`src/rtl/ikt_pkg.sv`:
```
// Shared types and constants for the id interning table.
// Used by ikt_key_mem, ikt_ctrl, ikt_out_stage and id_interning_table.
`timescale 1ns / 1ps

package ikt_pkg;

    // Default table size and stored key width
    localparam int CAPACITY_DEF  = 255;
    localparam int KEY_WIDTH_DEF = 64;

    // Fixed port field widths
    localparam int KEY_PORT_W  = 64;
    localparam int NUM_PORT_W  = 8;
    localparam int OP_W        = 2;
    localparam int STAT_W      = 2;
    localparam int IN_TDATA_W  = 72;  // key, local_number
    localparam int OUT_TDATA_W = 72;  // result_number, result_key

    typedef enum logic [OP_W-1:0] {
        OP_INSERT   = 2'd0,
        OP_FIND_KEY = 2'd1,
        OP_FIND_NUM = 2'd2
    } op_t;

    typedef enum logic [STAT_W-1:0] {
        STAT_NEW     = 2'd0,
        STAT_FOUND   = 2'd1,
        STAT_MISSING = 2'd2,
        STAT_FULL    = 2'd3
    } status_t;

    // Key memory port strobes
    typedef struct packed {
        logic rd_en;
        logic wr_en;
    } mem_ctl_t;

    // One finished result word
    typedef struct packed {
        status_t               status;
        logic [NUM_PORT_W-1:0] number;
        logic [KEY_PORT_W-1:0] key;
    } res_t;

endpackage

```
`src/rtl/ikt_out_stage.sv`:
```
// Output register for the result channel; parts the sequencer from the receiver.
// Depends on ikt_pkg for the result word type.
`timescale 1ns / 1ps

module ikt_out_stage (
    input  logic                             aclk,
    input  logic                             aresetn,
    input  logic                             res_valid,
    output logic                             res_ready,
    input  ikt_pkg::res_t                    res,
    output logic                             m_axis_tvalid,
    input  logic                             m_axis_tready,
    output logic [ikt_pkg::OUT_TDATA_W-1:0]  m_axis_tdata,
    output logic [ikt_pkg::STAT_W-1:0]       m_axis_tuser
);

    logic                             valid_reg;
    logic [ikt_pkg::OUT_TDATA_W-1:0]  data_reg;
    logic [ikt_pkg::STAT_W-1:0]       user_reg;

    assign res_ready = !valid_reg || m_axis_tready;

    // Load a new word or drop the taken one
    always_ff @(posedge aclk) begin
        if (!aresetn) begin
            valid_reg <= 1'b0;
        end else if (res_ready) begin
            valid_reg <= res_valid;
        end
        if (res_ready && res_valid) begin
            data_reg <= {res.key, res.number};
            user_reg <= res.status;
        end
    end

    assign m_axis_tvalid = valid_reg;
    assign m_axis_tdata  = data_reg;
    assign m_axis_tuser  = user_reg;

endmodule

```
`config.mk`:
```
export PLATFORM = sky130hd
export DESIGN_NAME = ikt_out_stage
export DESIGN_NICKNAME = d
export VERILOG_FILES = /design/src/rtl/ikt_pkg.sv /design/src/rtl/ikt_out_stage.sv
export SDC_FILE = /design/constraint.sdc
export NUM_CORES = 1
export LEC_CHECK = 0
export BUFFER_PORTS_ARGS = -buffer_cell sky130_fd_sc_hd__buf_2
export CAP_MARGIN = 40
export CELL_PAD_IN_SITES_DETAIL_PLACEMENT = 1
export CELL_PAD_IN_SITES_GLOBAL_PLACEMENT = 2
export CORE_UTILIZATION = 27
export CTS_CLUSTER_SIZE = 16
export DETAILED_ROUTE_END_ITERATION = 7
export PLACE_DENSITY = 0.85
export SLEW_MARGIN = 10
export SYNTH_ARGS = -nofsm -noshare
export SYNTH_HDL_FRONTEND = slang
export SYNTH_SLANG_ARGS = --single-unit
```
`constraint.sdc`:
```
create_clock -name aclk -period 1.9 [get_ports aclk]
set_input_delay 0 -clock aclk [delete_from_list [all_inputs] [get_ports aclk]]
set_output_delay 0 -clock aclk [all_outputs]
set_load 0.05 [all_outputs]
```
# Word-level counts from Yosys, hierarchy flattened

Cells that the tools add are included.

Add/sub/neg operators: 0
Multipliers: 0
Divide/modulo/power cells: 0
$lt $le $gt $ge: 0
Equal/unequal tests: 0
Shift operators: 0
Mux-type cells: 0
Bitwise gates (word level): 0
Reductions and logical operators: 3

Operator list:

| cell                | count |
|---|---|
| $logic_and A1 B1 Y1 | 1 |
| $logic_not A1 Y1    | 1 |
| $logic_or A1 B1 Y1  | 1 |

Register bits after elaboration: 75
Latch bits: 0
Bits in writable memories: 0
Memory bits (read-only): 0
Input port bits: 78
Output and inout port bits: 76
Memories: 0

# Depth between registers and ports, before layout

Gate-level depths: netlist of the first run.

Depth in word-level cells: 3
Depth in mapped cells: 2
Depth with buffers taken out: 2

# Worst setup path after synthesis of the first run

Ideal clock, no wire load.

Path kind: register -> register
Start: register valid_reg (netlist: m_axis_tvalid)
End: register data_reg (netlist bit m_axis_tdata[0]) (enable)
Arrival: 1,398 ps
Setup slack: 122 ps
Stages on the path, launching flop included: 3
Clock period less this slack: 1,778 ps
Cell sequence: dfxtp_1 nand2b_4 and2_4

Cells in the longest elaborated chain, start to end: 3

RTL lines:

| what                   | RTL line            | RTL |
|---|---|---|
| start, declared        | ikt_out_stage.sv:17 | `logic valid_reg;` |
| start signal, assigned | ikt_out_stage.sv:28 | `valid_reg <= res_valid;` |
| $logic_not A1 Y1       | ikt_out_stage.sv:21 | `assign res_ready = !valid_reg \|\| m_axis_tready;` |
| $logic_or A1 B1 Y1     | ikt_out_stage.sv:21 |  |
| via res_ready          | ikt_out_stage.sv:9  | `output logic res_ready,` |
| $logic_and A1 B1 Y1    | ikt_out_stage.sv:30 | `if (res_ready && res_valid) begin` |
| end signal, assigned   | ikt_out_stage.sv:31 | `data_reg <= {res.key, res.number};` |
| end, declared          | ikt_out_stage.sv:18 | `logic [ikt_pkg::OUT_TDATA_W-1:0] data_reg;` |

The timed path passes the listed nets, and every way through them passes these cells.
A chain may end at the register's enable or synchronous reset.

# Worst setup path after layout of the first run

Start: register valid_reg (netlist: m_axis_tvalid)
End: register data_reg (netlist bit m_axis_tdata[67]) (enable)

Cells in the longest elaborated chain, start to end: 3

RTL lines:

| what                | RTL line |
|---|---|
| $logic_not A1 Y1    | ikt_out_stage.sv:21 |
| $logic_or A1 B1 Y1  | ikt_out_stage.sv:21 |
| $logic_and A1 B1 Y1 | ikt_out_stage.sv:30 |

No other way between the ends.

==> results of run 1 <==
worst max-delay path by stage:
stage                              from          endpoint  slack (ns)  cells past startpoint
after floorplan           m_axis_tvalid   m_axis_tdata[0]        0.12                      2
after global placement    m_axis_tvalid  m_axis_tdata[43]        0.62                      3
after detailed placement  m_axis_tvalid  m_axis_tdata[14]        0.59                      3
after CTS                 m_axis_tvalid  m_axis_tdata[71]        0.57                      3
after global routing      m_axis_tvalid  m_axis_tdata[67]        0.52                      3
final                     m_axis_tvalid  m_axis_tdata[67]        0.58                      3
worst reg2reg max path, delay by kind of cell (launching register included):
kind | cells | cell delay (ns)
buffers and inverters | 1 | 0.25
DFF | 1 | 0.34
and+or+nand+nor | 2 | 0.42
layout make-up:
| class | instances | area [sq um] | share of cell area |
|---|---|---|---|
| flip-flops and latches | 75 | 2240 | 0.533 |
| repair buffers | 231 | 1570 | 0.373 |
| well taps | 105 | 131 | 0.0313 |
| clock buffers | 9 | 124 | 0.0295 |
| clock inverters | 7 | 101 | 0.0241 |
| multi-input cells | 3 | 33.8 | 0.00804 |
| inverters | 1 | 3.75 | 0.000893 |
state kept, by name, indices dropped and copies added (netlist names):
signal         cells
m_axis_tdata      72
m_axis_tuser       2
m_axis_tvalid      1
layer usage:
layer  vias up  share of wire  track usage
li1        801              -            -
met1       825           0.37        0.161
met2        95           0.56        0.301
met3         5          0.072       0.0518
met4         0         0.0057       0.0564
met5         -              0            0
timing repair:
| action | in CTS | in global routing |
|---|---|---|
| hold buffers | 76 | 0 |
| buffers inserted | 0 | 0 |
| hold endpoints to repair | 75 | 0 |
cells in the mapped netlist (all sizes together):
cell    number
inv          1
dfxtp        1
and2         1
nand2b       1
a21boi       1
edfxtp      74
logic make-up (layout without fill, tap and decap cells):
group                  count (synthesis)  after routing  share of synthesized area
flip-flops                            75             75                      0.984
AND/OR/NAND/NOR                        2              2                    0.00988
AO/OA/AOI/OAI                          1              1                    0.00494
buffers and inverters                  1            248                    0.00164
power groups by stage:
| stage | combinational [uW] | sequential (uW) | clock [uW] |
|---|---|---|---|
| final | 691 | 1960 | 1360 |
| after global routing | 722 | 1970 | 1480 |
| after CTS | 686 | 1960 | 1400 |
| after detailed placement | 565 | 1990 | 0 |
| after global placement | 558 | 1990 | 0 |
| after floorplan | 37.9 | 2330 | 0 |
per-stage QoR:
stage | worst slack, ns | std cells
after CTS | 0.571 | 431
after detailed placement | 0.586 | 339
final | 0.583 | 431
after global routing | 0.520 | 431
after floorplan | 0.122 | 79
after global placement | 0.624 | 339
==> impl_metrics.ini, run 1 <==
[setup_path]
crit_chain = nand2b_4, and2_4, buf_12
crit_fanout = 29
end_kind = flip-flop
crit_path_max_incr_delay_ns = 0.34
timing.rr.start = m_axis_tvalid
r2r_slack_ns = 0.58
critPathKind = reg -> reg
crit_required_ns = 1.94
r2r_cells = 3
crit_slowest_cell = dfxtp_1
cp-start-kind = flip-flop
critical_path_buf_inv_count = 1
timing.rr.end = m_axis_tdata[67]
crit_family = simple AND/OR/NAND/NOR gates
arrival_ns = 1.35

[logic_synthesis]
yosys.area.top_type_share = 0.975
synth_area_leaders = edfxtp_1 97%, dfxtp_1 0.88%, nand2b_4 0.60%
syn_area_sq_um = 2280
ys_seq_area_frac = 0.984
yosys_warnings = 0
syn_area_per_cell_sq_um = 28.9
synth_nets = 157
ys_seq_elements = 75
syn_inst = 79
ys_types = 6
yosysTopAreaCell = edfxtp_1

[clocking]
cts_buffers = 9
clockBufferDepth = 2
ctsHtreeMaxLevel = 3
cts_tree = built
cts.repair.resized = 0
root_buffer = clkbuf_8
clkTransAtPathRegs_ns = 0.08
clk_latency_ns = 0.34
cts_sinks = 75

[pwr]
pwr-share-comb = 0.172
p_seq_frac = 0.488
pwr-share-clk = 0.340
power_leakage_uw = 0.00179
vdd_drop_max_v = 0.000433
p_int_uw = 2910
swShare = 0.274
power_switching_uw = 1100
power_density_nw_per_um2 = 955
power_uw = 4010

[floorplan]
die_w_microns = 93.9
start_util = 0.279
die_area_sq_um = 8810
core_sq_um = 8180
rows = 33
die_h_microns = 93.9
ios = 154

[timing]
clock.fmax_ghz = 0.759
clock_skew_ns = 0.00534
finalCritPeriodShare = 0.693
tns_ns = 0
final_hold_viol_count = 0
timing.slew.headroom = 0.794
tightest_slew_ns = 0.309
min_period_ns = 1.32
fin_hold_ws_ns = 0.197
setup_viol = 0
finalMaxSlewViolations = 0
grt_setup_unrepaired = no

[global_route]
first_global_vias = 1897
grt.total_usage = 0.159
antenna_found_initial = 0
grt_pass1_wl_microns = 9940
grt.overflow.total = 0
grt_max_degree = 30

[drt]
vias = 1726
ant_nets = 0
wl_microns = 6880
drtIter0Drc = 42
drc = 0
dr.pass1.iters = 4
viasPerCell = 4.00
wl_per_cell_microns = 16.0

[placed_design]
io_buffers = 153
placed_cell_area_sq_um = 3220
gp_congestion = 0.664

[run]
drv_cap = 0

[hold_path]
min_from = res_valid
min_path_type = in -> reg
hold_depth = 2
min_to = m_axis_tdata[54]

[finish]
area_growth_pct = 84.4
design_area_sq_um = 4200
final_cell_mix = 153 x buf_2, 76 x dlygate4sd3_1, 74 x edfxtp_1
layout.nets = 399
diodes = 0
drive_gt1_frac = 0.534
final_util = 0.514
final_common_cell = buf_2
nFillCells = 834

[status]
status = completed
Power figures use the tool's default switching activity.
==> run 2: changes to the inputs <==
==> constraint.sdc (replaced) <==
create_clock -name aclk -period 1.4 [get_ports aclk]
set_input_delay 0 -clock aclk [delete_from_list [all_inputs] [get_ports aclk]]
set_output_delay 0 -clock aclk [all_outputs]
set_load 0.05 [all_outputs]
==> run 2 against run 1 <==
  * Critical path depth unchanged
  * Non-clock buffer count unchanged
  * Clock skew increased by 0.0014 ns
  * Via count decreased by 0.81%
  * Sequential cell count unchanged
  * Global-route usage decreased by 1.3 points
  * Design area increased by 0.30%
  * Critical endpoint is now m_axis_tdata[52]
==> impl_metrics.ini, run 2 (synthesized netlist as in run 1, its figures left out) <==
[drt]
drc = 0
wl_per_cell_microns = 14.7
drtIter0Drc = 30
dr.pass1.iters = 3
viasPerCell = 3.96
vias = 1712
ant_nets = 0
wl_microns = 6340

[timing]
clock.fmax_ghz = 0.866
grt_setup_unrepaired = no
finalCritPeriodShare = 0.825
setup_viol = 0
timing.slew.headroom = 0.807
fin_ws_ns = 0.245
final_hold_viol_count = 0
clock_skew_ns = 0.00674
min_period_ns = 1.16
tightest_slew_ns = 0.291
finalMaxSlewViolations = 0
fin_hold_ws_ns = 0.365

[global_route]
grt_max_degree = 43
grt.total_usage = 0.146
antenna_found_initial = 1
first_global_vias = 1908
grt_pass1_wl_microns = 9180
grt.overflow.total = 0

[setup_path]
crit_chain = nand2b_4, and2_4, buf_12
timing.rr.start = m_axis_tvalid
cp-start-kind = flip-flop
crit_fanout = 42
crit_path_max_incr_delay_ns = 0.35
timing.rr.end = m_axis_tdata[52]
r2r_slack_ns = 0.24
critical_path_buf_inv_count = 1
crit_family = flip-flops
critPathKind = reg -> reg
end_kind = flip-flop
crit_required_ns = 1.42
startpoint = m_axis_tvalid
r2r_cells = 3
crit_slowest_cell = dfxtp_4
arrival_ns = 1.18

[finish]
finalNonFillerCells = 432
largest_register_ffs = 72
drive_gt1_frac = 0.531
area_growth_pct = 84.9
layout.nets = 399
final_cell_mix = 153 x buf_2, 76 x dlygate4sd3_1, 74 x edfxtp_1
design_area_sq_um = 4220
final_util = 0.516
final_common_cell = buf_2

[clocking]
root_buffer = clkbuf_8
ctsHtreeMaxLevel = 3
clockBufferDepth = 2
cts_buffers = 9
cts.repair.resized = 0
postCtsSetupBuffers = 0
cts_tree = built
clk_latency_ns = 0.33
hold_buffers = 76
clkTransAtPathRegs_ns = 0.08
cts_sinks = 75

[pwr]
swShare = 0.254
p_int_uw = 4110
power_leakage_uw = 0.00180
vdd_drop_max_v = 0.000685
p_seq_frac = 0.482
power_switching_uw = 1400
pwr-share-comb = 0.169
power_density_nw_per_um2 = 1310
pwr-share-clk = 0.349

[floorplan]
die_h_microns = 93.9
die_w_microns = 93.9
ios = 154
start_util = 0.279
rows = 33
core_sq_um = 8180
die_area_sq_um = 8810

[hold_path]
min_from = res[71]
hold_depth = 2
min_path_type = in -> reg
min_to = m_axis_tdata[7]

[placed_design]
placed_cell_area_sq_um = 3220
placed_cells = 339
pre_cts_slack_ns = 0.250
io_buffers = 153
gp_congestion = 0.671

[run]
drv_cap = 0

[status]
status = completed
run 2: worst reg2reg max path, delay by kind of cell (launching register included):
family / cells / cell delay [ns]
and+or+nand+nor: 2 / 0.24
buffers and inverters: 1 / 0.23
DFF: 1 / 0.35
run 2: final cells by class:
type	instances	area, sq um
clock inverters	6	104
flip-flops and latches	75	2250
inverters	1	3.75
multi-input cells	3	33.8
repair buffers	231	1570
fillers	848	3960
diodes	1	2.50
well taps	105	131
clock buffers	10	128
run 2: metrics by stage:
| step | power, uW | TNS, ns |
|---|---|---|
| after floorplan | 3210 | -15.71 |
| after global placement | 3450 | 0 |
| after detailed placement | 3470 | 0 |
| after CTS | 5570 | 0 |
| after global routing | 5720 | 0 |
| final | 5510 | 0 |
run 2: how the worst max path moves through the flow:
stage | depth (start not counted) | end | slack [ns]
2_1_floorplan | 2 | m_axis_tdata[0] | -0.21
3_3_place_gp | 3 | m_axis_tdata[61] | 0.27
3_5_place_dp | 3 | m_axis_tdata[26] | 0.25
4_1_cts | 3 | m_axis_tdata[52] | 0.24
5_1_grt | 3 | m_axis_tdata[64] | 0.20
6_report | 3 | m_axis_tdata[52] | 0.24
run 2: power groups by stage:
stage / logic [uW] / clock network, uW / registers [uW]
after floorplan: 51.5 / 0 / 3160
after global placement: 750 / 0 / 2700
after detailed placement: 763 / 0 / 2700
after CTS: 929 / 1980 / 2650
after global routing: 973 / 2080 / 2660
final: 929 / 1920 / 2650
run 2: metal layers:
metal | part of all wire | global-route usage | vias up
met5 | 0 | 0 | -
met2 | 0.55 | 0.265 | 93
met3 | 0.080 | 0.0502 | 9
li1 | - | - | 801
met4 | 0.016 | 0.0628 | 0
met1 | 0.35 | 0.150 | 809
==> run 3: changes to the inputs <==
--- a/config.mk
+++ b/config.mk
@@ -5,14 +5,15 @@
 export SDC_FILE = /design/constraint.sdc
 export NUM_CORES = 1
 export LEC_CHECK = 0
+export ABC_AREA = 1
 export BUFFER_PORTS_ARGS = -buffer_cell sky130_fd_sc_hd__buf_2
 export CAP_MARGIN = 40
 export CELL_PAD_IN_SITES_DETAIL_PLACEMENT = 1
 export CELL_PAD_IN_SITES_GLOBAL_PLACEMENT = 2
-export CORE_UTILIZATION = 27
+export CORE_UTILIZATION = 24
 export CTS_CLUSTER_SIZE = 16
 export DETAILED_ROUTE_END_ITERATION = 7
-export PLACE_DENSITY = 0.85
+export PLACE_DENSITY = 0.8
 export SLEW_MARGIN = 10
 export SYNTH_ARGS = -nofsm -noshare
 export SYNTH_HDL_FRONTEND = slang
==> constraint.sdc (replaced) <==
create_clock -name aclk -period 1 [get_ports aclk]
set_input_delay 0 -clock aclk [delete_from_list [all_inputs] [get_ports aclk]]
set_output_delay 0 -clock aclk [all_outputs]
set_load 0.05 [all_outputs]
==> run 3 against run 2 <==
  * The run now ends with hold timing, setup timing left
  * First-iteration DRC count rose by 6.7%
  * Critical path type unchanged
  * Maximum frequency grew 1.4%
  * Critical endpoint is now m_axis_tdata[38]
  * Wire length is 14% higher
  * Area after synthesis shrank 0.27%
==> impl_metrics.ini, run 3 <==
[setup_path]
path_common_cell = buf_12
crit_slowest_cell = dfxtp_4
arrival_ns = 1.18
timing.rr.start = m_axis_tvalid
crit_required_ns = 1.04
critPathKind = reg -> reg
crit_family = flip-flops
startpoint = m_axis_tvalid
r2r_slack_ns = -0.14
crit_path_max_incr_delay_ns = 0.36
cp-start-kind = flip-flop
end_kind = flip-flop
r2r_cells = 3
timing.rr.end = m_axis_tdata[38]
crit_chain = a21oi_4, buf_12, buf_12
crit_fanout = 21
critical_path_buf_inv_count = 2

[timing]
grt_setup_unrepaired = yes
clock_skew_ns = 0.00901
tightest_slew_ns = 0.273
setup_viol = 75
fin_ws_ns = -0.139
min_period_ns = 1.14
fin_hold_ws_ns = -0.0207
timing.slew.headroom = 0.819
finalCritPeriodShare = 1.14
clock.fmax_ghz = 0.878
finalMaxSlewViolations = 0
final_hold_viol_count = 1

[finish]
area_growth_pct = 90.0
drive_gt1_frac = 0.541
diodes = 0
final_cell_mix = 149 x buf_2, 75 x dlygate4sd3_1, 74 x edfxtp_1
final_common_cell = buf_2
design_area_sq_um = 4320
largest_register_ffs = 72
final_util = 0.470
layout.nets = 404
finalNonFillerCells = 442

[clocking]
root_buffer = clkbuf_8
cts_tree = built
hold_buffers = 75
cts_sinks = 75
clockBufferDepth = 2
clkTransAtPathRegs_ns = 0.08
cts_buffers = 9
ctsHtreeMaxLevel = 3
clk_latency_ns = 0.33

[floorplan]
start_util = 0.247
die_area_sq_um = 9870
die_h_microns = 99.3
ios = 154
rows = 35
core_sq_um = 9200
die_w_microns = 99.3

[logic_synthesis]
synth_edf_count = 74
yosysMostFrequentCell = edfxtp_1
yosys_warnings = 0
ys_seq_area_frac = 0.986
ys_types = 7
ys_seq_elements = 75
synth-async-reset-ratio = 0
syn_area_per_cell_sq_um = 28.1
syn_area_sq_um = 2270
synth_area_leaders = edfxtp_1 98%, dfxtp_1 0.88%, a21oi_2 0.39%
synth_nets = 159
synth_commonest_cells = 74 x edfxtp_1, 2 x inv_1
syn_inst = 81
yosysTopAreaCell = edfxtp_1
yosys.area.top_type_share = 0.977
synth-main-ff-cell = edfxtp_1

[run]
drv_cap = 0

[placed_design]
placed_cell_area_sq_um = 3240
gp_congestion = 0.745
dp_hpwl_microns = 4140
io_buffers = 153
placed_cells = 348

[status]
status = finished with violations
violations = hold timing, setup timing

[drt]
wl_microns = 7250
wl_per_cell_microns = 16.4
viasPerCell = 4.01
dr.pass1.iters = 4
drtIter0Drc = 32
ant_nets = 0
drc = 0
vias = 1773

[global_route]
grt_pass1_wl_microns = 10700
grt.overflow.total = 0
antenna_found_initial = 0
grt.total_usage = 0.149
grt_max_degree = 22
first_global_vias = 2044

[pwr]
vdd_drop_max_v = 0.000701
power_uw = 7630
power_leakage_uw = 0.00184
power_density_nw_per_um2 = 1770

[hold_path]
min_path_type = in -> reg
hold_depth = 4
min_to = m_axis_tvalid
min_from = m_axis_tready
run 3: cell count changes in the layout (fill, tap and decap cells not counted), sizes merged, moves of 2 or more:
cell | previous run | this run
a21oi | 0 | 2
buf | 155 | 159
clkinv | 3 | 1
clkinvlp | 0 | 2
inv | 1 | 4
run 3: routing by layer:
layer / up-vias / routed length (microns) / global-route usage
li1: 813 / - / -
met2: 108 / 3900 / 0.272
met1: 834 / 2610 / 0.153
met5: - / 0 / 0
met3: 18 / 564 / 0.0513
met4: 0 / 173 / 0.0701
run 3: cell families (layout without fill, tap and decap cells):
family	after synthesis	in the layout	share of synthesized area
flip-flops	75	75	0.986
buffers and inverters	3	253	0.00495
AO/OA/AOI/OAI	2	2	0.00605
AND/OR/NAND/NOR	1	1	0.00275
run 3: area by class of cell:
| type | count | area, sq um |
|---|---|---|
| fill | 946 | 4880 |
| sequential | 75 | 2250 |
| timing repair buffer | 234 | 1670 |
| tap | 111 | 139 |
| clock buffer | 10 | 128 |
| clock inverter | 6 | 88.8 |
| multi-input combinational | 3 | 36.3 |
| inverter | 3 | 11.3 |
run 3: per-stage QoR:
stage / TNS (ns) / worst slack (ns)
floorplan: -81.74 / -1.10
global placement: -6.27 / -0.108
detailed placement: -8.14 / -0.138
CTS: -9.22 / -0.144
global route: -11.21 / -0.168
finish: -8.80 / -0.139
run 3: worst min-delay path, cell delays in order:
cell	delay (ns)
buf_2	0.09
inv_2	0.06
nand2_4	0.08
a21oi_2	0.06
run 3: worst max-delay path by stage:
stage / end / slack (ns) / cells past startpoint
floorplan: m_axis_tdata[0] / -1.10 / 1
global placement: m_axis_tdata[18] / -0.11 / 2
detailed placement: m_axis_tdata[7] / -0.14 / 2
CTS: m_axis_tdata[38] / -0.14 / 3
global route: m_axis_tdata[38] / -0.17 / 3
finish: m_axis_tdata[38] / -0.14 / 3
run 3: where the power goes:
group,switching (uW),internal (uW)
Sequential,45.5,3670
Combinational,903,495
Clock,1110,1410
run 3: timing repair:
action	4_1_cts	5_1_grt
pin swaps	0	0
hold endpoints to repair	75	1
resized for setup	7	7
setup endpoints to repair	76	78
buffers inserted	1	0
cloned	2	0
