### config.mk
export PLATFORM = sky130hd
export DESIGN_NAME = ikt_ctrl
export DESIGN_NICKNAME = d
export VERILOG_FILES = /design/src/rtl/ikt_pkg.sv /design/src/rtl/ikt_ctrl.sv
export SDC_FILE = /design/constraint.sdc
export NUM_CORES = 1
export LEC_CHECK = 0
export BUFFER_PORTS_ARGS = -buffer_cell sky130_fd_sc_hd__buf_4
export CELL_PAD_IN_SITES_DETAIL_PLACEMENT = 1
export CELL_PAD_IN_SITES_GLOBAL_PLACEMENT = 2
export CORE_MARGIN = 5
export CORE_UTILIZATION = 31
export CTS_CLUSTER_SIZE = 20
export DETAILED_ROUTE_END_ITERATION = 8
export PLACE_DENSITY = 0.85
export SLEW_MARGIN = 30
export SYNTH_ARGS = -nofsm -noshare
export SYNTH_HDL_FRONTEND = slang
export SYNTH_SLANG_ARGS = --single-unit
### constraint.sdc
create_clock -name aclk -period 8.22 [get_ports aclk]
set_clock_uncertainty 0.05 [all_clocks]
set_input_delay 1.644 -clock aclk [delete_from_list [all_inputs] [get_ports aclk]]
set_output_delay 1.644 -clock aclk [all_outputs]
set_load 0.05 [all_outputs]
### src/rtl/ikt_pkg.sv
// Shared types and constants for the id interning table.
// Used by ikt_key_mem, ikt_ctrl, ikt_out_stage and id_interning_table.
`timescale 1ns / 1ps

package ikt_pkg;

    // Default table size and stored key width
    localparam int CAPACITY_DEF  = 255;
    localparam int KEY_WIDTH_DEF = 64;

    // Fixed port field widths
    localparam int KEY_PORT_W  = 64;
    localparam int NUM_PORT_W  = 8;
    localparam int OP_W        = 2;
    localparam int STAT_W      = 2;
    localparam int IN_TDATA_W  = 72;  // key, local_number
    localparam int OUT_TDATA_W = 72;  // result_number, result_key

    typedef enum logic [OP_W-1:0] {
        OP_INSERT   = 2'd0,
        OP_FIND_KEY = 2'd1,
        OP_FIND_NUM = 2'd2
    } op_t;

    typedef enum logic [STAT_W-1:0] {
        STAT_NEW     = 2'd0,
        STAT_FOUND   = 2'd1,
        STAT_MISSING = 2'd2,
        STAT_FULL    = 2'd3
    } status_t;

    // Key memory port strobes
    typedef struct packed {
        logic rd_en;
        logic wr_en;
    } mem_ctl_t;

    // One finished result word
    typedef struct packed {
        status_t               status;
        logic [NUM_PORT_W-1:0] number;
        logic [KEY_PORT_W-1:0] key;
    } res_t;

endpackage

### src/rtl/ikt_ctrl.sv
// Sequencer for the interning table: key scan, reverse read and insert write-back.
// Depends on ikt_pkg; drives ikt_key_mem and hands results to ikt_out_stage.
`timescale 1ns / 1ps

module ikt_ctrl #(
    parameter int CAPACITY  = ikt_pkg::CAPACITY_DEF,
    parameter int KEY_WIDTH = ikt_pkg::KEY_WIDTH_DEF,
    parameter int NUM_W     = 9,
    parameter int ADDR_W    = 8
) (
    input  logic                              aclk,
    input  logic                              aresetn,
    // Input word
    input  logic                              in_valid,
    output logic                              in_ready,
    input  logic [ikt_pkg::OP_W-1:0]          in_op,
    input  logic [KEY_WIDTH-1:0]              in_key,
    input  logic [ikt_pkg::NUM_PORT_W-1:0]    in_num,
    // Key memory
    output ikt_pkg::mem_ctl_t                 mem_ctl,
    output logic [ADDR_W-1:0]                 mem_wr_addr,
    output logic [KEY_WIDTH-1:0]              mem_wr_data,
    output logic [ADDR_W-1:0]                 mem_rd_addr,
    input  logic [KEY_WIDTH-1:0]              mem_rd_data,
    // Result word
    output logic                              res_valid,
    input  logic                              res_ready,
    output ikt_pkg::res_t                     res
);

    localparam int NW = ikt_pkg::NUM_PORT_W;
    localparam int KP = ikt_pkg::KEY_PORT_W;

    typedef enum logic [1:0] {
        S_IDLE,
        S_SCAN,
        S_REV,
        S_RESP
    } state_t;

    state_t                 state_reg, state_next;
    ikt_pkg::op_t           op_reg, op_next;
    logic [KEY_WIDTH-1:0]   key_reg, key_next;
    logic [NUM_W-1:0]       next_num_reg, next_num_next;
    logic [NUM_W-1:0]       scan_idx_reg, scan_idx_next;
    logic [NUM_W-1:0]       pend_idx_reg, pend_idx_next;
    logic                   pend_reg, pend_next;
    ikt_pkg::res_t          res_reg, res_next;

    logic [NUM_W-1:0]       used;
    logic                   accept;
    logic                   hit;
    logic                   num_ok;
    logic [NUM_W+NW-1:0]    num_ext;
    logic [NUM_W+NW-1:0]    next_ext;
    logic [NUM_W+NW-1:0]    num_m1;
    logic [NUM_W-1:0]       hit_num;
    logic [NUM_W+NW-1:0]    hit_num_ext;
    logic [NUM_W+NW-1:0]    new_num_ext;
    logic [KEY_WIDTH+KP-1:0] rd_key_ext;

    assign used     = next_num_reg - NUM_W'(1);
    assign in_ready = (state_reg == S_IDLE);
    assign accept   = in_valid && in_ready;

    // Reverse lookup range check: 1 <= n < next_number
    assign num_ext  = {{NUM_W{1'b0}}, in_num};
    assign next_ext = {{NW{1'b0}}, next_num_reg};
    assign num_m1   = num_ext - (NUM_W+NW)'(1);
    assign num_ok   = (in_num != '0) && (num_ext < next_ext);

    // Compare the word read in the previous cycle
    assign hit         = pend_reg && (mem_rd_data == key_reg);
    assign hit_num     = pend_idx_reg + NUM_W'(1);
    assign hit_num_ext = {{NW{1'b0}}, hit_num};
    assign new_num_ext = {{NW{1'b0}}, next_num_reg};
    assign rd_key_ext  = {{KP{1'b0}}, mem_rd_data};

    always_comb begin
        state_next    = state_reg;
        op_next       = op_reg;
        key_next      = key_reg;
        next_num_next = next_num_reg;
        scan_idx_next = scan_idx_reg;
        pend_idx_next = pend_idx_reg;
        pend_next     = 1'b0;
        res_next      = res_reg;
        mem_ctl       = '0;
        mem_rd_addr   = scan_idx_reg[ADDR_W-1:0];
        mem_wr_addr   = used[ADDR_W-1:0];
        mem_wr_data   = key_reg;

        unique case (state_reg)
            S_IDLE: begin
                // Take a word and dispatch on its opcode
                if (accept) begin
                    key_next      = in_key;
                    scan_idx_next = '0;
                    res_next.status = ikt_pkg::STAT_MISSING;
                    res_next.number = '0;
                    res_next.key    = '0;
                    case (in_op)
                        ikt_pkg::OP_INSERT, ikt_pkg::OP_FIND_KEY: begin
                            op_next    = ikt_pkg::op_t'(in_op);
                            state_next = S_SCAN;
                        end
                        ikt_pkg::OP_FIND_NUM: begin
                            op_next = ikt_pkg::OP_FIND_NUM;
                            if (num_ok) begin
                                mem_ctl.rd_en   = 1'b1;
                                mem_rd_addr     = num_m1[ADDR_W-1:0];
                                res_next.status = ikt_pkg::STAT_FOUND;
                                res_next.number = in_num;
                                state_next      = S_REV;
                            end else begin
                                state_next = S_RESP;
                            end
                        end
                        default: begin
                            state_next = S_RESP;
                        end
                    endcase
                end
            end

            S_SCAN: begin
                // Issue one read a cycle, compare the previous one
                if (hit) begin
                    res_next.status = ikt_pkg::STAT_FOUND;
                    res_next.number = hit_num_ext[NW-1:0];
                    state_next      = S_RESP;
                end else if (scan_idx_reg < used) begin
                    mem_ctl.rd_en = 1'b1;
                    pend_next     = 1'b1;
                    pend_idx_next = scan_idx_reg;
                    scan_idx_next = scan_idx_reg + NUM_W'(1);
                end else if (!pend_reg) begin
                    // Key absent: insert, report a full table, or report a miss
                    state_next = S_RESP;
                    if (op_reg == ikt_pkg::OP_INSERT) begin
                        if (used >= NUM_W'(CAPACITY)) begin
                            res_next.status = ikt_pkg::STAT_FULL;
                        end else begin
                            mem_ctl.wr_en   = 1'b1;
                            res_next.status = ikt_pkg::STAT_NEW;
                            res_next.number = new_num_ext[NW-1:0];
                            next_num_next   = next_num_reg + NUM_W'(1);
                        end
                    end
                end
            end

            S_REV: begin
                // Capture the stored key
                res_next.key = rd_key_ext[KP-1:0];
                state_next   = S_RESP;
            end

            S_RESP: begin
                // Hold until the output register frees up
                if (res_ready) begin
                    state_next = S_IDLE;
                end
            end

            default: begin
                state_next = S_IDLE;
            end
        endcase
    end

    always_ff @(posedge aclk) begin
        if (!aresetn) begin
            state_reg    <= S_IDLE;
            next_num_reg <= NUM_W'(1);
            pend_reg     <= 1'b0;
        end else begin
            state_reg    <= state_next;
            next_num_reg <= next_num_next;
            pend_reg     <= pend_next;
        end
        op_reg       <= op_next;
        key_reg      <= key_next;
        scan_idx_reg <= scan_idx_next;
        pend_idx_reg <= pend_idx_next;
        res_reg      <= res_next;
    end

    assign res_valid = (state_reg == S_RESP);
    assign res       = res_reg;

endmodule

======== After elaboration in Yosys (flattened, before gate mapping) ========
Cells that the tools add are included.
storage, ports and cells
  output and inout bits ................... 158
  memories ................................ 0
  ROM bits ................................ 0
  latch bits .............................. 0
  bits in registers ....................... 169
  bits in writable memories ............... 0
operators by class
  multipliers ............................. 0
  div/mod/pow operators ................... 0
  $lt $le $gt $ge ......................... 3
  bitwise logic cells ..................... 6
  reduce and logical (&&, ||, !) cells .... 21
  mux-type cells .......................... 39
  shift-type cells ........................ 0
  add/subtract/negate cells ............... 5
  eq/ne operators ......................... 14
operators with widths
  kind                                                                                 count
  64-bit case mux with 2 select lines                                                  1
  74-bit 2-to-1 mux                                                                    1
  64-bit equality test                                                                 1
  10-bit 2-to-1 mux                                                                    6
  8-bit 2-to-1 mux                                                                     5
  9-bit 2-to-1 mux                                                                     3
  10-bit case mux with 2 select lines                                                  1
  9-bit by 1-bit adder with 9-bit output, second input constant                        2
  9-bit case mux with 2 select lines                                                   1
  2-bit 2-to-1 mux                                                                     7
  3-bit inequality test, second input constant                                         4
  6-bit AND reduction                                                                  2
  1-bit 2-to-1 mux                                                                     10
  9-bit by 8-bit greater-or-equal comparator with 1-bit output, second input constant  1
  8-bit by 9-bit < comparator with 1-bit output                                        1
  9-bit < comparator                                                                   1
  9-bit by 1-bit subtractor with 9-bit output, second input constant                   1
  8-bit by 1-bit adder with 8-bit output, second input constant                        1
  2-bit case mux with 2 select lines                                                   2
  2-bit case mux with 4 select lines                                                   1
  4-bit AND reduction                                                                  2
  8-bit nonzero test                                                                   1
  8-bit by 1-bit subtractor with 8-bit output, second input constant                   1
  2-bit equality test, second input constant                                           3
  other kinds (13)                                                                     29

======== Depth between registers and ports, before layout ========
Gate-level depths: netlist of run 1.
  word-level depth ........................ 8
  mapped depth ............................ 13
  gate-level depth less buffers ........... 13

======== Least setup slack after synthesis of run 1 ========
OpenSTA, ideal clock, no wires.
  path type ............................... input-to-output
  start ................................... input port in_valid
  end ..................................... output port mem_rd_addr[5]
  arrival ................................. 4.624 ns
  path buffers ............................ 2
  stages .................................. 7
  setup slack ............................. 1.902 ns
  cell sequence ........................... nand2_1 -> inv_1 -> and2_1 -> clkbuf_1 -> clkbuf_1 -> nor2_1 -> a21oi_1
on the way
  word-level cells in the longest chain between the ends .. 3
RTL lines
  element            RTL line        text
  from (decl)        ikt_ctrl.sv:14  input logic in_valid,
  1-bit logical AND  ikt_ctrl.sv:64  assign accept = in_valid && in_ready;
  8-bit 2-to-1 mux   ikt_ctrl.sv:96  if (accept) begin
  8-bit 2-to-1 mux   ikt_ctrl.sv:93  unique case (state_reg)
  to (decl)          ikt_ctrl.sv:23  output logic [ADDR_W-1:0] mem_rd_addr,
No other way between the ends.

==> results.yml, run 1 <==
floorplan:
  rows: 58
  fp.dieH_um: 170
  dieArea_um2: 28900
  initial_core_util: 0.315
  core_um2: 25200
  io_pins: 300
  die_w_um: 170
critical_path:
  reg2reg_to: "res[71]$_DFFE_PP_"
  critPathCaptureType: "output port"
  cpMostUsedCell: "buf_4"
  cp.required_ns: 6.53
  critPathBufInv: 2
  critPathLaunch: "mem_rd_data[27]"
  reg2reg_from: "next_num_reg[0]$_SDFFE_PN1P_"
  cp_top_family: "simple AND/OR/NAND/NOR gates"
  cp_cell_sequence: "buf_4, xor2_1, nor4_1, nand4_1, nor3_1, nand2_1, and3_1, or2_2, buf_4"
  crit_end: "mem_ctl[1]"
  slowest_stage: "and3_1"
  critPathMaxFanout: 13
  crit_type: "in -> out"
  r2r_cells: 12
  cpPeakStageDelay_ns: 0.48
  cp.arrival_ns: 4.60
  cp.depth: 9
  r2r_slack_ns: 4.27
  startpoint_type: "input port"
cts:
  clkSlewWorstSetupHoldPaths_ns: 0.07
  cts-root-buf: "clkbuf_16"
  clk_latency_ns: 0.43
  numClockSinks: 169
  cts_setup_buffers: 0
  clk_path_buf_depth: 2
  cts_resized: 0
  cts_tree: "yes"
  htreeDepth: 4
  cts_buffers: 17
  hold_buffers: 0
sta:
  rsz0062_at_grt: "false"
  finalSetupViolations: 0
  hold_violations: 0
  min_period_ns: 6.29
  timing.final.crit_share: 0.765
  max_slew_margin: 0.356
  finalSetupTns_ns: 0
  fmax_mhz: 159
  maxSlewViolCount: 0
  tightest_slew_ns: 0.966
global_routing:
  grt_antenna_before_repair: 2
  overflow: 0
  grt_use_total: 0.195
  grt_pass1_wl_um: 41900
  grt_max_degree: 66
  grt_pass1_vias: 6313
layout:
  area_delta_synth_final_pct: 41.0
  finalNetCount: 1073
  seq_area_um2: 4950
  stdcell_count: 1253
  multiInputGateArea_um2: 2810
  drive_above_1_share: 0.380
  largest_reg_flops: 74
  fill_cells: 2706
pwr:
  p_leak_nw: 4.60
  p_comb_frac: 0.460
  ir_worst_vdd_uv: 311
  power.switching_w: 0.00193
  clock_power_share: 0.197
  power_frac_seq: 0.343
  switching_share: 0.455
  p_per_area_nw_per_um2: 379
  internal_power_w: 0.00231
outcome:
  status: "completed"
placed_design:
  gp_congestion: 0.876
  dp_hpwl_um: 23000
  dp_cells: 1218
  numPortBuffers: 299
routing:
  drt_pass1_iterations: 4
  wl_per_cell_um: 23.0
  vias: 5963
  drtIter0Drc: 361
  wirelength_um: 28800
  final_antenna_net_count: 0
  viasPerCell: 4.76
  drc_errors: 0
synthesis:
  syn_inst: 604
  yosys_warnings: 0
  syn_avg_cell_area_um2: 13.1
  synth-async-reset-ratio: 0
  seq_area_frac_synth: 0.625
  synth_ff_type: "edfxtp_1"
  syn-num-nets: 769
  synth_edf_count: 157
  ys_seq_elements: 169
  syn_area_um2: 7930
  ys_types: 51
run:
  drv_cap: 0
worst_hold_path:
  holdPathStages: 2
  hold_class: "reg -> reg"
-- power by group through the flow --
stage / clock network (W) / registers [W] / logic [W]
6_report: 0.000834 / 0.00145 / 0.00195
5_1_grt: 0.000897 / 0.00148 / 0.00204
4_1_cts: 0.000855 / 0.00146 / 0.00196
3_5_place_dp: 0 / 0.00148 / 0.00196
3_3_place_gp: 0 / 0.00146 / 0.00193
2_1_floorplan: 0 / 0.00216 / 0.000587
-- cell type report --
| cell class | instances | area share |
|---|---|---|
| flip-flops and latches | 169 | 0.443 |
| multi-input cells | 389 | 0.251 |
| repair buffers | 303 | 0.205 |
| clock buffers | 18 | 0.0384 |
| well taps | 330 | 0.0369 |
| clock inverters | 14 | 0.0158 |
| inverters | 28 | 0.00940 |
| diodes | 2 | 0.000448 |
-- synthesized netlist by cell type (all sizes together), types with 4 or more instances --
master / count / area share
a21oi: 23 / 0.015
a31oi: 4 / 0.0032
and2: 70 / 0.056
and3: 4 / 0.0032
buf: 5 / 0.0043
clkbuf: 13 / 0.0062
dfxtp: 12 / 0.030
edfxtp: 157 / 0.59
ha: 23 / 0.036
inv: 28 / 0.013
mux2i: 19 / 0.024
nand2: 32 / 0.015
nand3: 13 / 0.0082
nand4: 9 / 0.0071
nor2: 25 / 0.012
nor3: 10 / 0.0069
nor4: 20 / 0.018
o21ai: 9 / 0.0071
xnor2: 22 / 0.024
xor2: 63 / 0.070
-- cells by family after synthesis --
group | count (synthesis) | synth area share
AND/OR/NAND/NOR | 199 | 0.141
multiplexers | 22 | 0.0282
XOR/XNOR | 86 | 0.0967
adder cells (fa/ha/maj) | 23 | 0.0363
buffers and inverters | 46 | 0.0237
flip-flops | 169 | 0.625
AO/OA/AOI/OAI | 59 | 0.0497
-- per-stage QoR --
step           setup slack, ns  instance area, um^2  hold slack (ns)  utilization  power [W]
2_1_floorplan             1.90                 7930            0.419            -    0.00275
3_3_place_gp              1.96                10500            0.443        0.419    0.00340
3_5_place_dp              1.85                10500            0.453        0.419    0.00343
4_1_cts                   1.82                11200            0.461        0.443    0.00428
5_1_grt                   1.60                11200            0.486        0.444    0.00442
6_report                  1.93                11200            0.452        0.444    0.00424
-- worst min-delay path by stage --
| stage | startpoint | to | slack (ns) |
|---|---|---|---|
| 2_1_floorplan | state_reg[0]$_SDFFE_PN0P_ | state_reg[0]$_SDFFE_PN0P_ | 0.42 |
| 3_3_place_gp | state_reg[0]$_SDFFE_PN0P_ | state_reg[0]$_SDFFE_PN0P_ | 0.44 |
| 3_5_place_dp | state_reg[0]$_SDFFE_PN0P_ | state_reg[0]$_SDFFE_PN0P_ | 0.45 |
| 4_1_cts | state_reg[0]$_SDFFE_PN0P_ | state_reg[0]$_SDFFE_PN0P_ | 0.46 |
| 5_1_grt | state_reg[0]$_SDFFE_PN0P_ | state_reg[0]$_SDFFE_PN0P_ | 0.49 |
| 6_report | state_reg[0]$_SDFFE_PN0P_ | state_reg[0]$_SDFFE_PN0P_ | 0.45 |
-- worst register-to-register path: cells and delay by family, from the launching register on --
kind,cells,cell delay (ns)
AO/OA/AOI/OAI,6,1.67
XOR/XNOR,1,0.32
adder cells (fa/ha/maj),2,0.64
buffers and inverters,2,0.35
flip-flops,1,0.55
AND/OR/NAND/NOR,1,0.08
-- layout by cell type, fill, tap and decap left out, types with 3 or more instances in the layout --
master / n
buf_4: 302
edfxtp_1: 157
and2_1: 69
xor2_1: 63
nand2_1: 32
inv_1: 26
nor2_1: 25
a21oi_1: 23
xnor2_1: 22
ha_1: 22
nor4_1: 19
mux2i_1: 19
clkbuf_16: 17
nand3_1: 13
dfxtp_1: 12
nor3_1: 9
nand4_1: 9
o21ai_0: 7
and3_1: 4
a31oi_1: 4
inv_6: 4
inv_8: 4
a21o_1: 3
nor4b_1: 3
o211ai_1: 3
o21a_1: 3
mux2_2: 3
or3_1: 3
-- routing by layer --
layer | part of all wire | GRT usage | vias to the layer above | routed length, um
li1 | - | - | 2796 | -
met1 | 0.41 | 0.243 | 2981 | 11700
met2 | 0.53 | 0.349 | 169 | 15200
met3 | 0.055 | 0.0420 | 17 | 1580
met4 | 0.011 | 0.0438 | 0 | 303
met5 | 0 | 0 | - | 0
(Power assumes the default switching activity.)
==> run 2, diff against run 1 <==
ABC_AREA = 1   (was not set)
CORE_UTILIZATION = 29   (was 31)
PLACE_DENSITY = 0.86   (was 0.85)
clock period = 6.42 ns   (was 8.22 ns; I/O delays follow)
==> run 2 against run 1 <==
Global-route usage is 2.2 points lower. Sequential cell count unchanged. Final cell count rose by 31%. Design area rose by 5.6%. Via count up 22%. Sequential share of layout area is 2.4 points lower. Clock-buffer cell count is 3 higher. Worst hold slack better by 0.050 ns. Critical path type unchanged. Critical endpoint is now mem_rd_addr[3]. Largest power group unchanged.
==> results.yml, run 2 <==
sta:
  hold_violations: 0
  rsz0062_at_grt: "false"
  timing.final.crit_share: 0.731
  fmax_mhz: 213
  max_slew_margin: 0.357
  min_period_ns: 4.70
  fin_hold_ws_ns: 0.503
  finalSetupViolations: 0
  maxSlewViolCount: 0
  fin_ws_ns: 1.72
  tightest_slew_ns: 0.965
  finalSetupTns_ns: 0
synthesis:
  ys_top_cells_by_area: "edfxtp_1, nand2_1, inv_1"
  syn_avg_cell_area_um2: 9.16
  synth_top_area_cell: "edfxtp_1"
  synth_edf_count: 157
  syn_inst: 940
  synth_most_common_cell: "nand2_1"
  yosys_warnings: 0
  synth_common_cells: "nand2_1, inv_1, edfxtp_1"
  synth_ff_type: "edfxtp_1"
  syn-num-nets: 1105
  synth-async-reset-ratio: 0
  synth_top_area_share: 0.548
  ys_types: 36
  syn_area_um2: 8610
  seq_area_frac_synth: 0.575
  ys_seq_elements: 169
global_routing:
  grt_antenna_before_repair: 3
  overflow: 0
  grt_max_degree: 66
  grt_pass1_wl_um: 43800
  grt_use_total: 0.173
  grt_pass1_vias: 7425
critical_path:
  critPathBufInv: 3
  cp_top_family: "simple AND/OR/NAND/NOR gates"
  cp_cell_sequence: "buf_4, ha_1, a21oi_1, nor3_1, a21oi_1, nand4_1, nor2_1, nand2_1, o21ai_0, inv_1, buf_4"
  startpoint_type: "input port"
  cp.required_ns: 5.09
  cp.depth: 11
  critPathMaxFanout: 17
  cpPeakStageDelay_ns: 0.35
  slowest_stage: "nand2_1"
  r2r_cells: 14
  crit_type: "in -> out"
  cp.arrival_ns: 3.36
  critPathCaptureType: "output port"
cts:
  hold_buffers: 0
  clk_latency_ns: 0.45
  cts_tree: "yes"
  clkSlewWorstSetupHoldPaths_ns: 0.07
  cts_setup_buffers: 0
  cts_resized: 0
  cts_buffers: 17
  clk_path_buf_depth: 2
  numClockSinks: 169
  cts-root-buf: "clkbuf_16"
  htreeDepth: 4
routing:
  vias: 7277
  viasPerCell: 4.42
  wirelength_um: 29400
  drt_pass1_iterations: 5
  drtIter0Drc: 282
  drc_errors: 0
  final_antenna_net_count: 0
  wl_per_cell_um: 17.9
layout:
  area_delta_synth_final_pct: 37.2
  fill_cells: 3510
  drive_above_1_share: 0.283
  layout_common_cells: "buf_4, nand2_1, inv_1"
  largest_reg_flops: 74
  finalNetCount: 1408
  layout_commonest_cell: "buf_4"
placed_design:
  gp_congestion: 0.879
  numPortBuffers: 299
  dp_hpwl_um: 23400
  place_ws_ns: 1.70
floorplan:
  fp.dieH_um: 182
  core_um2: 29500
  io_pins: 300
  dieArea_um2: 33200
  initial_core_util: 0.292
  rows: 63
  die_w_um: 182
pwr:
  ir_worst_vdd_uv: 228
  finalPower_w: 0.00542
  p_leak_nw: 5.82
  p_per_area_nw_per_um2: 458
run:
  drv_cap: 0
worst_hold_path:
  hold_class: "reg -> reg"
  holdPathStages: 2
outcome:
  status: "completed"
==> run 2: changes by cell type after synthesis, sizes merged, moves of 6 or more <==
cell	before	now
xor2	63	35
xnor2	22	6
clkbuf	13	7
and2	70	0
inv	28	183
nor2	25	127
nor4	20	2
buf	5	11
o21ai	9	17
nand3	13	24
nand2	32	275
mux2i	19	0
==> run 2: final timing paths <==
kind	from	end	slack [ns]
max	in_num[6]	mem_rd_addr[3]	1.72
min	next_num_reg[8]$_SDFFE_PN0P_	next_num_reg[8]$_SDFFE_PN0P_	0.50
max reg2reg	next_num_reg[0]$_SDFFE_PN1P_	res[66]$_DFFE_PP_	3.09
min reg2reg	next_num_reg[8]$_SDFFE_PN0P_	next_num_reg[8]$_SDFFE_PN0P_	0.50
==> run 2: final cells by class <==
type                    instances  area (um^2)  share of cell area
diodes                          1         2.50            0.000212
clock buffers                  21          440              0.0373
clock inverters                11         81.3             0.00688
inverters                     183          692              0.0586
multi-input cells             570         2890               0.244
flip-flops and latches        169         4950               0.419
well taps                     390          488              0.0413
repair buffers                302         2270               0.192
==> run 2: metal layers <==
| layer | up-vias | share of wire | GRT usage |
|---|---|---|---|
| li1 | 3558 | - | - |
| met1 | 3467 | 0.40 | 0.198 |
| met2 | 211 | 0.51 | 0.312 |
| met3 | 37 | 0.070 | 0.0496 |
| met4 | 4 | 0.020 | 0.0552 |
| met5 | - | 0.00092 | 0 |
==> run 2: cell families (layout without fill, tap and decap cells) <==
| kind of cell | after synthesis | after routing | synth area share |
|---|---|---|---|
| compound gates | 53 | 53 | 0.0349 |
| xor+xnor | 41 | 41 | 0.0426 |
| fa+ha+maj | 23 | 23 | 0.0334 |
| buf+inv | 201 | 517 | 0.0913 |
| flops | 169 | 169 | 0.575 |
| other cells | 0 | 1 | 0 |
| simple gates | 453 | 453 | 0.222 |
==> run 2: where the power goes <==
group	internal (W)	switching, W	total [W]
clock	0.000525	0.000431	0.000955
sequential	0.00169	0.000193	0.00188
combinational	0.000662	0.00192	0.00258
total	0.00287	0.00254	0.00542
==> run 2: stage by stage <==
step	cells	cell area, um^2	util
after floorplan	940	8610	-
after CTS	1646	11800	0.400
after detailed placement	1614	11300	0.383
final	1647	11800	0.401
after global placement	1614	11300	0.383
after global routing	1647	11800	0.401
==> run 2: worst min-delay path, stage by stage (launching register included) <==
cell	delay, ns
dfxtp_1	0.36
nand2_1	0.09
a21oi_1	0.05
